$ cat src/hw/rtl/assert_macros.svh
// assertion macros shared by the rtl modules
// no dependencies
`ifndef ASSERT_MACROS_SVH
`define ASSERT_MACROS_SVH

// same-cycle implication, disabled during reset
`define ASSERT_IMP(lbl, clk, rst, ante, cons) \
   lbl: assert property (@(posedge clk) disable iff (rst) (ante) |-> (cons)) \
      else $error("assertion failed: implication");

// next-cycle implication, disabled during reset
`define ASSERT_NXT(lbl, clk, rst, ante, cons) \
   lbl: assert property (@(posedge clk) disable iff (rst) (ante) |=> (cons)) \
      else $error("assertion failed: next-cycle implication");

`endif

$ cat src/hw/rtl/scdm_pkg.sv
// types and constants for the sparse csc by dense matrix multiplier
// no dependencies
package scdm_pkg;

   localparam int MAX_DIM     = 16;
   localparam int IDX_W       = $clog2(MAX_DIM);
   localparam int ADDR_W      = 2 * IDX_W;
   localparam int DEPTH       = MAX_DIM * MAX_DIM;
   localparam int DATA_W      = 32;
   localparam int COLS_W      = 5;
   localparam int QUEUE_DEPTH = 2;
   localparam int QPTR_W      = $clog2(QUEUE_DEPTH);
   localparam int CSR_ADDR_W  = 2;
   localparam int CSR_DATA_W  = 32;

   localparam logic [COLS_W-1:0] DENSE_COLS_RESET = COLS_W'(MAX_DIM);
   localparam logic [COLS_W-1:0] COLS_MAX         = COLS_W'(MAX_DIM);
   localparam int                REG_DENSE_COLS   = 0;

   typedef enum logic [1:0] {
      OP_LOAD  = 2'd0,
      OP_APPLY = 2'd1,
      OP_READ  = 2'd2,
      OP_CLEAR = 2'd3
   } op_type;

   typedef struct packed {
      op_type                    op;
      logic [IDX_W-1:0]          row;
      logic [IDX_W-1:0]          col;
      logic signed [DATA_W-1:0]  value;
   } cmd_type;

   typedef enum logic [1:0] {
      BK_IDLE,
      BK_MAC,
      BK_DRAIN
   } back_state_type;

endpackage

$ cat src/hw/rtl/scdm_front.sv
// front end: takes request transfers, decodes the action and queues commands
// depends on scdm_pkg and assert_macros.svh
`include "assert_macros.svh"

module scdm_front (
   input  logic                           clock,
   input  logic                           reset,
   input  logic                           start,
   output logic                           busy,
   input  logic [1:0]                     req_action,
   input  logic [scdm_pkg::IDX_W-1:0]     req_row_index,
   input  logic [scdm_pkg::IDX_W-1:0]     req_col_index,
   input  logic signed [scdm_pkg::DATA_W-1:0] req_value,
   output logic                           cmd_valid,
   output scdm_pkg::cmd_type              cmd,
   input  logic                           cmd_pop
);
   import scdm_pkg::*;

   cmd_type             entry_ff [QUEUE_DEPTH];
   logic [QPTR_W-1:0]   wr_ptr_ff, wr_ptr_in;
   logic [QPTR_W-1:0]   rd_ptr_ff, rd_ptr_in;
   logic [QPTR_W:0]     count_ff, count_in;
   logic                push;
   logic                pop;
   cmd_type             new_cmd;

   always_comb begin
      new_cmd.op    = op_type'(req_action);
      new_cmd.row   = req_row_index;
      new_cmd.col   = req_col_index;
      new_cmd.value = req_value;
   end

   assign busy      = (count_ff == (QPTR_W+1)'(QUEUE_DEPTH));
   assign push      = start && !busy;
   assign cmd_valid = (count_ff != '0);
   assign pop       = cmd_pop && cmd_valid;
   assign cmd       = entry_ff[rd_ptr_ff];

   always_comb begin
      wr_ptr_in = push ? wr_ptr_ff + QPTR_W'(1) : wr_ptr_ff;
      rd_ptr_in = pop  ? rd_ptr_ff + QPTR_W'(1) : rd_ptr_ff;
      count_in  = count_ff;
      if (push && !pop) begin
         count_in = count_ff + (QPTR_W+1)'(1);
      end else if (pop && !push) begin
         count_in = count_ff - (QPTR_W+1)'(1);
      end
   end

   always_ff @(posedge clock) begin
      if (reset) begin
         wr_ptr_ff <= '0;
         rd_ptr_ff <= '0;
         count_ff  <= '0;
      end else begin
         wr_ptr_ff <= wr_ptr_in;
         rd_ptr_ff <= rd_ptr_in;
         count_ff  <= count_in;
      end
   end

   always_ff @(posedge clock) begin
      if (push) begin
         entry_ff[wr_ptr_ff] <= new_cmd;
      end
   end

   `ASSERT_IMP(a_queue_bound, clock, reset, 1'b1, count_ff <= (QPTR_W+1)'(QUEUE_DEPTH))
   `ASSERT_NXT(a_pop_drains, clock, reset, pop && !push, count_ff == $past(count_ff) - 1'b1)
   `ASSERT_NXT(a_push_fills, clock, reset, push && !pop, count_ff == $past(count_ff) + 1'b1)

endmodule

$ cat config.mk
export PLATFORM = sky130hd
export DESIGN_NAME = scdm_front
export DESIGN_NICKNAME = d
export VERILOG_FILES = /design/src/hw/rtl/scdm_pkg.sv /design/src/hw/rtl/scdm_front.sv
export VERILOG_INCLUDE_DIRS = /design/src /design/src/hw/rtl
export SDC_FILE = /design/constraint.sdc
export NUM_CORES = 1
export LEC_CHECK = 0
export ABC_AREA = 1
export BUFFER_PORTS_ARGS = -buffer_cell sky130_fd_sc_hd__buf_2
export CORE_MARGIN = 2
export CORE_UTILIZATION = 38
export DETAILED_ROUTE_END_ITERATION = 10
export MAX_ROUTING_LAYER = met4
export PLACE_DENSITY_LB_ADDON = 0.3
export SLEW_MARGIN = 10
export SYNTH_ARGS = -nofsm -noshare
export SYNTH_HDL_FRONTEND = slang
export SYNTH_SLANG_ARGS = --single-unit
$ cat constraint.sdc
create_clock -name clock -period 2.99 [get_ports clock]
set_input_delay 0.598 -clock clock [delete_from_list [all_inputs] [get_ports clock]]
set_output_delay 0.598 -clock clock [all_outputs]
set_load 0.05 [all_outputs]
==> flow_metrics.env, run 1 <==
export IMPL_number_of_buffers_added_on_ports=89
export IMPL_grt_setup_unrepaired="no"
export IMPL_synth_warnings=0
export IMPL_fp_dieArea_um2=9940
export IMPL_clockBufferDepth=2
export IMPL_num_antenna_cells=0
export IMPL_synthDominantCellAreaShare=0.725
export IMPL_first_global_vias=1712
export IMPL_post_cts_resize_count=0
export IMPL_slowest_delay_ns=0.39
export IMPL_syn2layout_area_growth_pct=23.0
export IMPL_first_pass_iters=4
export IMPL_critical_path_arrival_ns=1.66
export IMPL_dp_hpwl_um=3750
export IMPL_syn_inst=168
export IMPL_ioPinCount=90
export IMPL_hold_path_class="in -> reg"
export IMPL_number_of_clock_sinks=89
export IMPL_mappedNetlistNets=215
export IMPL_detailedRoute_firstIterationViolations=40
export IMPL_worstMarginPinSlew_ns=0.639
export IMPL_worst_endpoint_required_ns=2.39
export IMPL_globalRoute_totalOverflow=0
export IMPL_tritoncts="yes"
export IMPL_clock_tree_root_cell="clkbuf_8"
export IMPL_cellLeakagePower_uw=0.00172
export IMPL_die_h_um=99.7
export IMPL_cts_buffers_inserted=9
export IMPL_floorplan_initialDensity=0.395
export IMPL_grt_first_pass_wirelength_um=8250
export IMPL_maxCapViolations=0
export IMPL_cellPowerDensity_nw_per_um2=940
export IMPL_placement_rows=34
export IMPL_synth_largest_area_cell="edfxtp_1"
export IMPL_cts_hold_buf=0
export IMPL_clock_pin_slew_reported_for_the_worst_setup_and_hold_paths_after_clock_tree_synthesis_ns=0.09
export IMPL_detail_route_antenna_nets=0
export IMPL_fmax_mhz=443
export IMPL_syn_mean_instance_area_um2=20.7
export IMPL_worst_clock_skew_ns=0.0106
export IMPL_postRouteWirelength_um=5310
export IMPL_hold_viol_final=0
export IMPL_place_congestion=0.698
export IMPL_standard_cell_with_the_maximum_stage_delay_on_the_critical_path="mux2_2"
export IMPL_vdd_ir_drop_max_mv=0.458
export IMPL_synth_area_um2=3480
export IMPL_outcome="finished, final reports clean"
export IMPL_synth_cell_type_count=15
export IMPL_seq_total_area_yosys=0.753
export IMPL_cts_htree_levels=3
export IMPL_nNetsFinal=314
export IMPL_grt_util_all_layers=0.115
export IMPL_routedWlPerCell_um=14.0
export IMPL_ys_top_cells_by_area="edfxtp_1 (72%), mux2_4 (17%), dfxtp_1 (2.9%), buf_12 (2.3%), inv_1 (0.86%)"
export IMPL_cts_repair_timing_setup_buffer_count=0
export IMPL_maxSlewViolCount=0
export IMPL_worstPathCellList="buf_4, mux2_2, buf_2"
export IMPL_post_route_cells_drive_above_1_share=0.570
export IMPL_fp_coreArea_um2=8810
export IMPL_worst_skew_pair_late_latency_ns=0.35
export IMPL_remaining_drc_errors=0
export IMPL_die_width_um=99.7
export IMPL_slew_headroom=0.573
export IMPL_antenna_found_initial=0
export IMPL_grt_max_degree=25
export IMPL_vias_per_cell=4.49
export IMPL_cp_end_kind="output pin"
export IMPL_fillCellCount=772
export IMPL_period_needed_ns=2.26
export IMPL_ys_seq_elements=89
export IMPL_timing_critical_path_fanout_max=24
export IMPL_report_final_setup_viol=0
export IMPL_total_power_uw=4030
export IMPL_min_period_over_period=0.755
export IMPL_timing_critical_path_from_type="flip-flop"
export IMPL_path_class="reg -> out"
export IMPL_route_vias_total=1705
export IMPL_setup_tns_ns=0
flip-flops by register name (all words and copies together), names as in the netlist, named ones only:
register and flops:
entry_ff 84, count_ff 2, rd_ptr_ff 1, wr_ptr_ff 1
per-stage QoR:
step	utilization	hold slack, ns	instance area (um2)	cells	worst slack, ns
5_1_grt	0.486	0.414	4280	380	0.643
6_report	0.486	0.433	4280	380	0.732
2_1_floorplan	-	0.465	3480	168	0.118
3_5_place_dp	0.459	0.496	4040	364	1.09
4_1_cts	0.486	0.415	4280	380	0.699
3_3_place_gp	0.459	0.483	4040	364	1.09
power breakdown:
part,switching (uW),internal [uW],leakage [uW]
Clock,393,556,0.000124
Sequential,49.8,1570,0.000825
Combinational,992,461,0.000767
Total,1430,2590,0.00172
synth_stat cells, drive strengths merged:
library cell,number
dfxtp,5
ha,1
inv,8
nand3,2
nor2,8
edfxtp,84
mux2,42
a21oi,2
nand2,7
o21ai,3
buf,5
nand4,1
critical path, delay by kind of cell (launching register included):
family / cells / cell delay, ns
mux: 1 / 0.39
flops: 1 / 0.33
buf+inv: 2 / 0.58
cell usage in the layout, fill, tap and decap left out:
cell | Yosys | routed
a21oi_1 | 2 | 2
nor2_4 | 0 | 2
bufinv_16 | 0 | 3
o21ai_0 | 2 | 2
mux2_4 | 40 | 40
clkbuf_8 | 0 | 9
edfxtp_1 | 84 | 84
inv_1 | 8 | 8
nand4_1 | 1 | 1
nand2_1 | 7 | 7
buf_12 | 4 | 2
clkinv_4 | 0 | 1
inv_6 | 0 | 1
buf_2 | 0 | 89
dfxtp_1 | 5 | 4
mux2_2 | 2 | 2
clkinv_2 | 0 | 2
o21ai_2 | 1 | 1
nor2_1 | 8 | 6
nand3_1 | 2 | 2
buf_4 | 0 | 2
ha_1 | 1 | 1
dfxtp_2 | 0 | 1
area by class of cell:
class                      count  area (um2)  share of cell area
clock inverter                 7         118              0.0275
sequential                    89        2620               0.613
multi-input combinational     66         752               0.176
inverter                       8        30.0             0.00701
tap                          108         135              0.0316
clock buffer                   9         124              0.0289
timing repair buffer          93         500               0.117
metal layers:
| metal | up-vias | track usage | routed length [um] |
|---|---|---|---|
| li1 | 830 | - | - |
| met1 | 816 | 0.123 | 2140 |
| met2 | 48 | 0.193 | 2760 |
| met3 | 11 | 0.0295 | 281 |
| met4 | 0 | 0.0695 | 121 |
| met5 | - | - | 0 |
final timing paths:
path | depth (start not counted) | to | slack [ns] | from
hold / removal | 1 | entry_ff[0][17] | 0.43 | req_value[17]
hold reg to reg | 2 | rd_ptr_ff | 0.51 | rd_ptr_ff
setup / recovery | 3 | cmd[21] | 0.73 | flip-flop
setup reg to reg | 4 | entry_ff[0][14] | 1.34 | count_ff[1]
cells by family after synthesis:
| family | Yosys count | synth area share |
|---|---|---|
| buffers and inverters | 13 | 0.0349 |
| AO/OA/AOI/OAI | 5 | 0.00827 |
| adder cells (fa/ha/maj) | 1 | 0.00359 |
| AND/OR/NAND/NOR | 18 | 0.0209 |
| multiplexers | 42 | 0.179 |
| flip-flops | 89 | 0.753 |
(Power assumes the default switching activity.)
==> inputs of run 2 (changes only) <==
clock period = 1.8 ns   (was 2.99 ns; I/O delays follow)
==> run 2 against run 1 <==
The flow now finishes with violations (negative setup slack). Global-route usage is 1.8 points higher. Largest power group is now combinational cells. Critical path type unchanged. Highest routed layer unchanged. Sequential share of layout area down 4.4 points. Critical endpoint is now cmd[34]. Design area grew 7.9%. Utilization increased by 3.8 points. First-iteration DRC count up 23%.
==> flow_metrics.env, run 2 (synthesis gave the netlist of run 1 again) <==
export IMPL_outcome="complete, but fails checks"
export IMPL_failing_checks="negative setup slack"
export IMPL_die_width_um=99.7
export IMPL_rr_worst_depth=9
export IMPL_num_antenna_cells=0
export IMPL_placement_rows=34
export IMPL_cts_htree_levels=3
export IMPL_fp_coreArea_um2=8810
export IMPL_regMostFlops="entry_ff"
export IMPL_maxCapViolations=0
export IMPL_critical_path_top_delay_family="buffers and inverters"
export IMPL_place_congestion=0.700
export IMPL_globalRouteMet1Util=0.160
export IMPL_setup_tns_ns=-0.118
export IMPL_period_needed_ns=1.82
export IMPL_first_global_vias=1859
export IMPL_path_class="reg -> out"
export IMPL_most_common_cell_after_layout_fill_and_taps_aside="edfxtp_1"
export IMPL_number_of_buffers_added_on_ports=89
export IMPL_cellPowerDensity_nw_per_um2=1550
export IMPL_tritoncts="yes"
export IMPL_remaining_drc_errors=0
export IMPL_holdPathStages=1
export IMPL_grt_max_degree=43
export IMPL_detail_route_antenna_nets=0
export IMPL_hold_path_class="in -> reg"
export IMPL_hold_viol_final=0
export IMPL_grt_setup_unrepaired="yes"
export IMPL_cp_end_kind="output pin"
export IMPL_min_period_over_period=1.01
export IMPL_standard_cell_with_the_maximum_stage_delay_on_the_critical_path="dfxtp_4"
export IMPL_cts_hold_buf=0
export IMPL_die_h_um=99.7
export IMPL_slew_headroom=0.787
export IMPL_rr_endpoint="count_ff[1]"
export IMPL_grt_first_pass_wirelength_um=9500
export IMPL_vdd_ir_drop_max_mv=0.714
export IMPL_gr_usage_met3=0.0408
export IMPL_first_pass_iters=4
export IMPL_critical_path_arrival_ns=1.46
export IMPL_total_power_uw=7140
export IMPL_maxSlewViolCount=0
export IMPL_detailedRoute_firstIterationViolations=49
export IMPL_crit_reg2reg_launch="count_ff[1]"
export IMPL_timing_critical_path_buf_inv=3
export IMPL_report_final_setup_viol=11
export IMPL_postRouteWirelength_um=6160
export IMPL_antenna_found_initial=0
export IMPL_worst_clock_skew_ns=0.0105
export IMPL_timing_critical_path_fanout_max=7
export IMPL_largest_register_ffs=84
export IMPL_route_vias_total=1777
export IMPL_number_of_clock_sinks=89
export IMPL_clockBufferDepth=2
export IMPL_cts_buffers_inserted=9
export IMPL_worst_endpoint_required_ns=1.44
export IMPL_reg_to_reg_setup_timing_slack_ns=0.24
export IMPL_ioPinCount=90
export IMPL_vias_per_cell=4.63
export IMPL_gr_max_usage_layer="met2"
export IMPL_global_route_usage_met2=0.208
export IMPL_grt_util_all_layers=0.133
export IMPL_globalRoute_totalOverflow=0
export IMPL_clock_tree_root_cell="clkbuf_8"
export IMPL_fillCellCount=714
export IMPL_cellLeakagePower_uw=0.00183
export IMPL_dp_hpwl_um=3890
export IMPL_origin_of_the_worst_min_delay_path="req_value[31]"
export IMPL_routedWlPerCell_um=16.1
export IMPL_top_regs="entry_ff: 84 flops, count_ff: 2 flops"
export IMPL_fmax_mhz=549
export IMPL_dpl_worst_slack_ns=0.270
export IMPL_most_common_layout_cells="edfxtp_1 (84), buf_2 (47), mux2_4 (42), buf_6 (42), clkbuf_8 (9)"
export IMPL_worstMarginPinSlew_ns=0.319
export IMPL_worst_skew_pair_late_latency_ns=0.35
export IMPL_clock_pin_slew_reported_for_the_worst_setup_and_hold_paths_after_clock_tree_synthesis_ns=0.09
export IMPL_slowest_delay_ns=0.40
export IMPL_worstPathCellList="buf_12, buf_16, mux2_4, buf_6"
export IMPL_post_route_cells_drive_above_1_share=0.565
export IMPL_final_setup_worst_slack_ns=-0.0204
export IMPL_hold_ep="entry_ff[0][31]"
export IMPL_timing_hold_ws_ns=0.198
export IMPL_nNetsFinal=318
export IMPL_floorplan_initialDensity=0.395
export IMPL_timing_critical_path_from_type="flip-flop"
export IMPL_syn2layout_area_growth_pct=32.7
export IMPL_fp_dieArea_um2=9940
==> run 2: layout make-up <==
type,count,area [um2],share of cell area
clock buffers,11,131,0.0284
clock inverters,5,80.1,0.0173
multi-input cells,66,759,0.164
inverters,8,30.0,0.00650
flip-flops and latches,89,2630,0.568
repair buffers,97,858,0.186
well taps,108,135,0.0292
==> run 2: timing repair <==
item	CTS	global route
setup endpoints to repair	42	42
buffers inserted	1	0
gates cloned	2	0
gates resized for setup	76	13
==> run 2: worst register-to-register path: stages, from the launching register on <==
cell,delay (ns)
dfxtp_1,0.34
inv_1,0.09
o21ai_2,0.29
inv_1,0.11
ha_1,0.33
inv_1,0.08
nand3_1,0.08
nand2_1,0.06
inv_1,0.04
nor2_1,0.08
==> run 2: how the worst max path moves through the flow <==
| stage | endpoint | depth (start not counted) | from | slack, ns |
|---|---|---|---|---|
| detailed placement | count_ff[1] | 9 | count_ff[1] | 0.27 |
| floorplan | entry_ff[0][0] | 3 | count_ff[1] | -0.19 |
| CTS | cmd[29] | 4 | flip-flop | -0.04 |
| finish | cmd[34] | 4 | flip-flop | -0.02 |
| global route | cmd[34] | 4 | flip-flop | -0.08 |
| global placement | cmd[20] | 3 | flip-flop | 0.27 |
==> run 2: through the flow <==
| step | cells | util | area, um2 |
|---|---|---|---|
| after floorplan | 168 | - | 3490 |
| after global placement | 365 | 0.461 | 4060 |
| after detailed placement | 365 | 0.461 | 4060 |
| after CTS | 384 | 0.519 | 4570 |
| after global routing | 384 | 0.525 | 4620 |
| final | 384 | 0.525 | 4620 |
==> run 2: report_power, final <==
group / total [uW] / switching (uW) / leakage [uW] / internal (uW)
clock network: 1450 / 664 / 0.000101 / 781
logic: 2980 / 1760 / 0.000904 / 1220
registers: 2720 / 99.3 / 0.000826 / 2620
total: 7140 / 2530 / 0.00183 / 4620
==> run 2: layer usage <==
| layer | up-vias | share of wire |
|---|---|---|
| li1 | 843 | - |
| met1 | 872 | 0.43 |
| met2 | 55 | 0.50 |
| met5 | - | 0 |
| met4 | 0 | 0.018 |
| met3 | 7 | 0.052 |
==> inputs of run 3 (changes only) <==
CELL_PAD_IN_SITES_DETAIL_PLACEMENT = 1   (was default)
CELL_PAD_IN_SITES_GLOBAL_PLACEMENT = 1   (was default)
==> run 3 against run 2 <==
Critical path type unchanged. Global-route usage rose by 0.97 points. Flip-flop and latch count did not move. Die area unchanged. First-iteration DRC count up 84%. Utilization is 0.53 points higher. The flow still finishes with violations (negative setup slack). Via count increased by 2.6%. Non-clock buffer count rose by 5. Critical path depth is 1 lower. Count of clock-buffer cells in the layout decreased by 1. Wire length up 5.2%.
==> flow_metrics.env, run 3 (synthesis gave the netlist of run 1 again) <==
export IMPL_period_needed_ns=1.83
export IMPL_cellPowerDensity_nw_per_um2=1520
export IMPL_hold_viol_final=0
export IMPL_nNetsFinal=323
export IMPL_hold_path_class="in -> reg"
export IMPL_antenna_found_initial=0
export IMPL_crit_reg2reg_launch="count_ff[1]"
export IMPL_worstPathCellList="bufbuf_16, mux2_4, buf_6"
export IMPL_fp_coreArea_um2=8810
export IMPL_top_regs="entry_ff: 84 flops, count_ff: 2 flops"
export IMPL_number_of_clock_sinks=89
export IMPL_maxSlewViolCount=0
export IMPL_die_h_um=99.7
export IMPL_timing_critical_path_fanout_max=9
export IMPL_maxCapViolations=0
export IMPL_path_class="reg -> out"
export IMPL_remaining_drc_errors=0
export IMPL_place_congestion=0.811
export IMPL_critical_path_arrival_ns=1.47
export IMPL_cts_buffers_inserted=9
export IMPL_clock_tree_root_cell="clkbuf_8"
export IMPL_cts_hold_buf=0
export IMPL_ioPinCount=90
export IMPL_worstMarginPinSlew_ns=0.340
export IMPL_vias_per_cell=4.71
export IMPL_detailedRoute_firstIterationViolations=90
export IMPL_standard_cell_with_the_maximum_stage_delay_on_the_critical_path="dfxtp_4"
export IMPL_syn2layout_area_growth_pct=34.1
export IMPL_clockBufferDepth=2
export IMPL_regMostFlops="entry_ff"
export IMPL_most_common_layout_cells="edfxtp_1 (84), buf_2 (47), mux2_4 (42)"
export IMPL_number_of_buffers_added_on_ports=89
export IMPL_grt_setup_unrepaired="yes"
export IMPL_placement_rows=34
export IMPL_slowest_delay_ns=0.38
export IMPL_floorplan_initialDensity=0.395
export IMPL_rr_worst_depth=6
export IMPL_numPlacedInstances=366
export IMPL_fp_dieArea_um2=9940
export IMPL_critical_path_top_delay_family="buffers and inverters"
export IMPL_post_route_cells_drive_above_1_share=0.573
export IMPL_dp_hpwl_um=4140
export IMPL_die_width_um=99.7
export IMPL_cellLeakagePower_uw=0.00186
export IMPL_largest_register_ffs=84
export IMPL_failing_checks="negative setup slack"
export IMPL_route_vias_total=1823
export IMPL_slew_headroom=0.774
export IMPL_grt_max_degree=25
export IMPL_report_final_setup_viol=33
export IMPL_detail_route_antenna_nets=0
export IMPL_clock_pin_slew_reported_for_the_worst_setup_and_hold_paths_after_clock_tree_synthesis_ns=0.08
export IMPL_most_common_cell_after_layout_fill_and_taps_aside="edfxtp_1"
export IMPL_fmax_mhz=547
export IMPL_tritoncts="yes"
export IMPL_first_global_vias=1926
export IMPL_reg_to_reg_setup_timing_slack_ns=0.25
export IMPL_vdd_ir_drop_max_mv=0.854
export IMPL_rr_endpoint="count_ff[0]"
export IMPL_outcome="complete, but fails checks"
export IMPL_globalRoute_totalOverflow=0
export IMPL_fin_util=0.530
export IMPL_first_pass_iters=4
export IMPL_worst_endpoint_required_ns=1.44
export IMPL_postRouteWirelength_um=6490
export IMPL_layoutNonFillerInstCount=387
export IMPL_timing_critical_path_buf_inv=2
export IMPL_cp_endpoint="cmd[11]"
export IMPL_num_antenna_cells=0
export IMPL_min_period_over_period=1.02
export IMPL_worst_clock_skew_ns=0.00873
export IMPL_cp_num_cells=3
export IMPL_worst_skew_pair_late_latency_ns=0.34
export IMPL_grt_first_pass_wirelength_um=10200
export IMPL_final_setup_worst_slack_ns=-0.0279
export IMPL_routedWlPerCell_um=16.8
export IMPL_timing_critical_path_from_type="flip-flop"
export IMPL_grt_util_all_layers=0.143
export IMPL_cts_htree_levels=3
export IMPL_cp_end_kind="output pin"
-- run 3: worst register-to-register path: stages (launching register included) --
cell and delay [ns]:
dfxtp_1 0.34, inv_1 0.08, o21ai_2 0.29, inv_1 0.10
ha_1 0.34, o21ai_0 0.20, a21oi_1 0.08
-- run 3: area by class of cell --
type	count	area (um2)
multi-input cells	66	759
repair buffers	102	942
fillers	813	4140
inverters	8	30.0
clock inverters	4	46.3
well taps	108	135
flip-flops and latches	89	2630
clock buffers	10	128
-- run 3: power breakdown --
part	internal [uW]	total, uW	switching, uW
Clock	620	1250	628
Sequential	2620	2720	97.7
Combinational	1320	3120	1800
-- run 3: how the worst min path moves through the flow --
| stage | from | to | slack [ns] | cells past startpoint |
|---|---|---|---|---|
| 2_1_floorplan | req_value[0] | entry_ff[0][0] | 0.46 | 0 |
| 3_5_place_dp | rd_ptr_ff | rd_ptr_ff | 0.51 | 2 |
| 6_report | req_value[27] | entry_ff[0][27] | 0.20 | 1 |
| 3_3_place_gp | rd_ptr_ff | rd_ptr_ff | 0.48 | 2 |
| 4_1_cts | req_value[16] | entry_ff[0][16] | 0.18 | 1 |
| 5_1_grt | req_value[11] | entry_ff[1][11] | 0.19 | 1 |
-- run 3: stage by stage --
| stage | worst slack (ns) | instance area [um2] | setup TNS (ns) | hold slack (ns) | power, uW |
|---|---|---|---|---|---|
| after floorplan | -0.190 | 3490 | -15.97 | 0.459 | 4800 |
| after global placement | 0.294 | 4060 | 0 | 0.479 | 5210 |
| after detailed placement | 0.255 | 4060 | 0 | 0.507 | 5260 |
| after CTS | -0.0558 | 4660 | -1.52 | 0.184 | 7150 |
| after global routing | -0.0800 | 4670 | -2.49 | 0.187 | 7380 |
| final | -0.0279 | 4670 | -0.391 | 0.205 | 7090 |
-- run 3: per-layer routing --
| layer | routed length, um | GRT usage |
|---|---|---|
| met1 | 2770 | 0.180 |
| met2 | 3330 | 0.227 |
| met3 | 245 | 0.0246 |
| met4 | 138 | 0.0664 |
| met5 | 0 | - |
-- run 3: repair_timing --
action                     4_1_cts  5_1_grt
setup endpoints to repair       42       42
setup buffers                    3        0
gates cloned                     4        0
gates resized for setup         96        1
pin swaps                        0        0
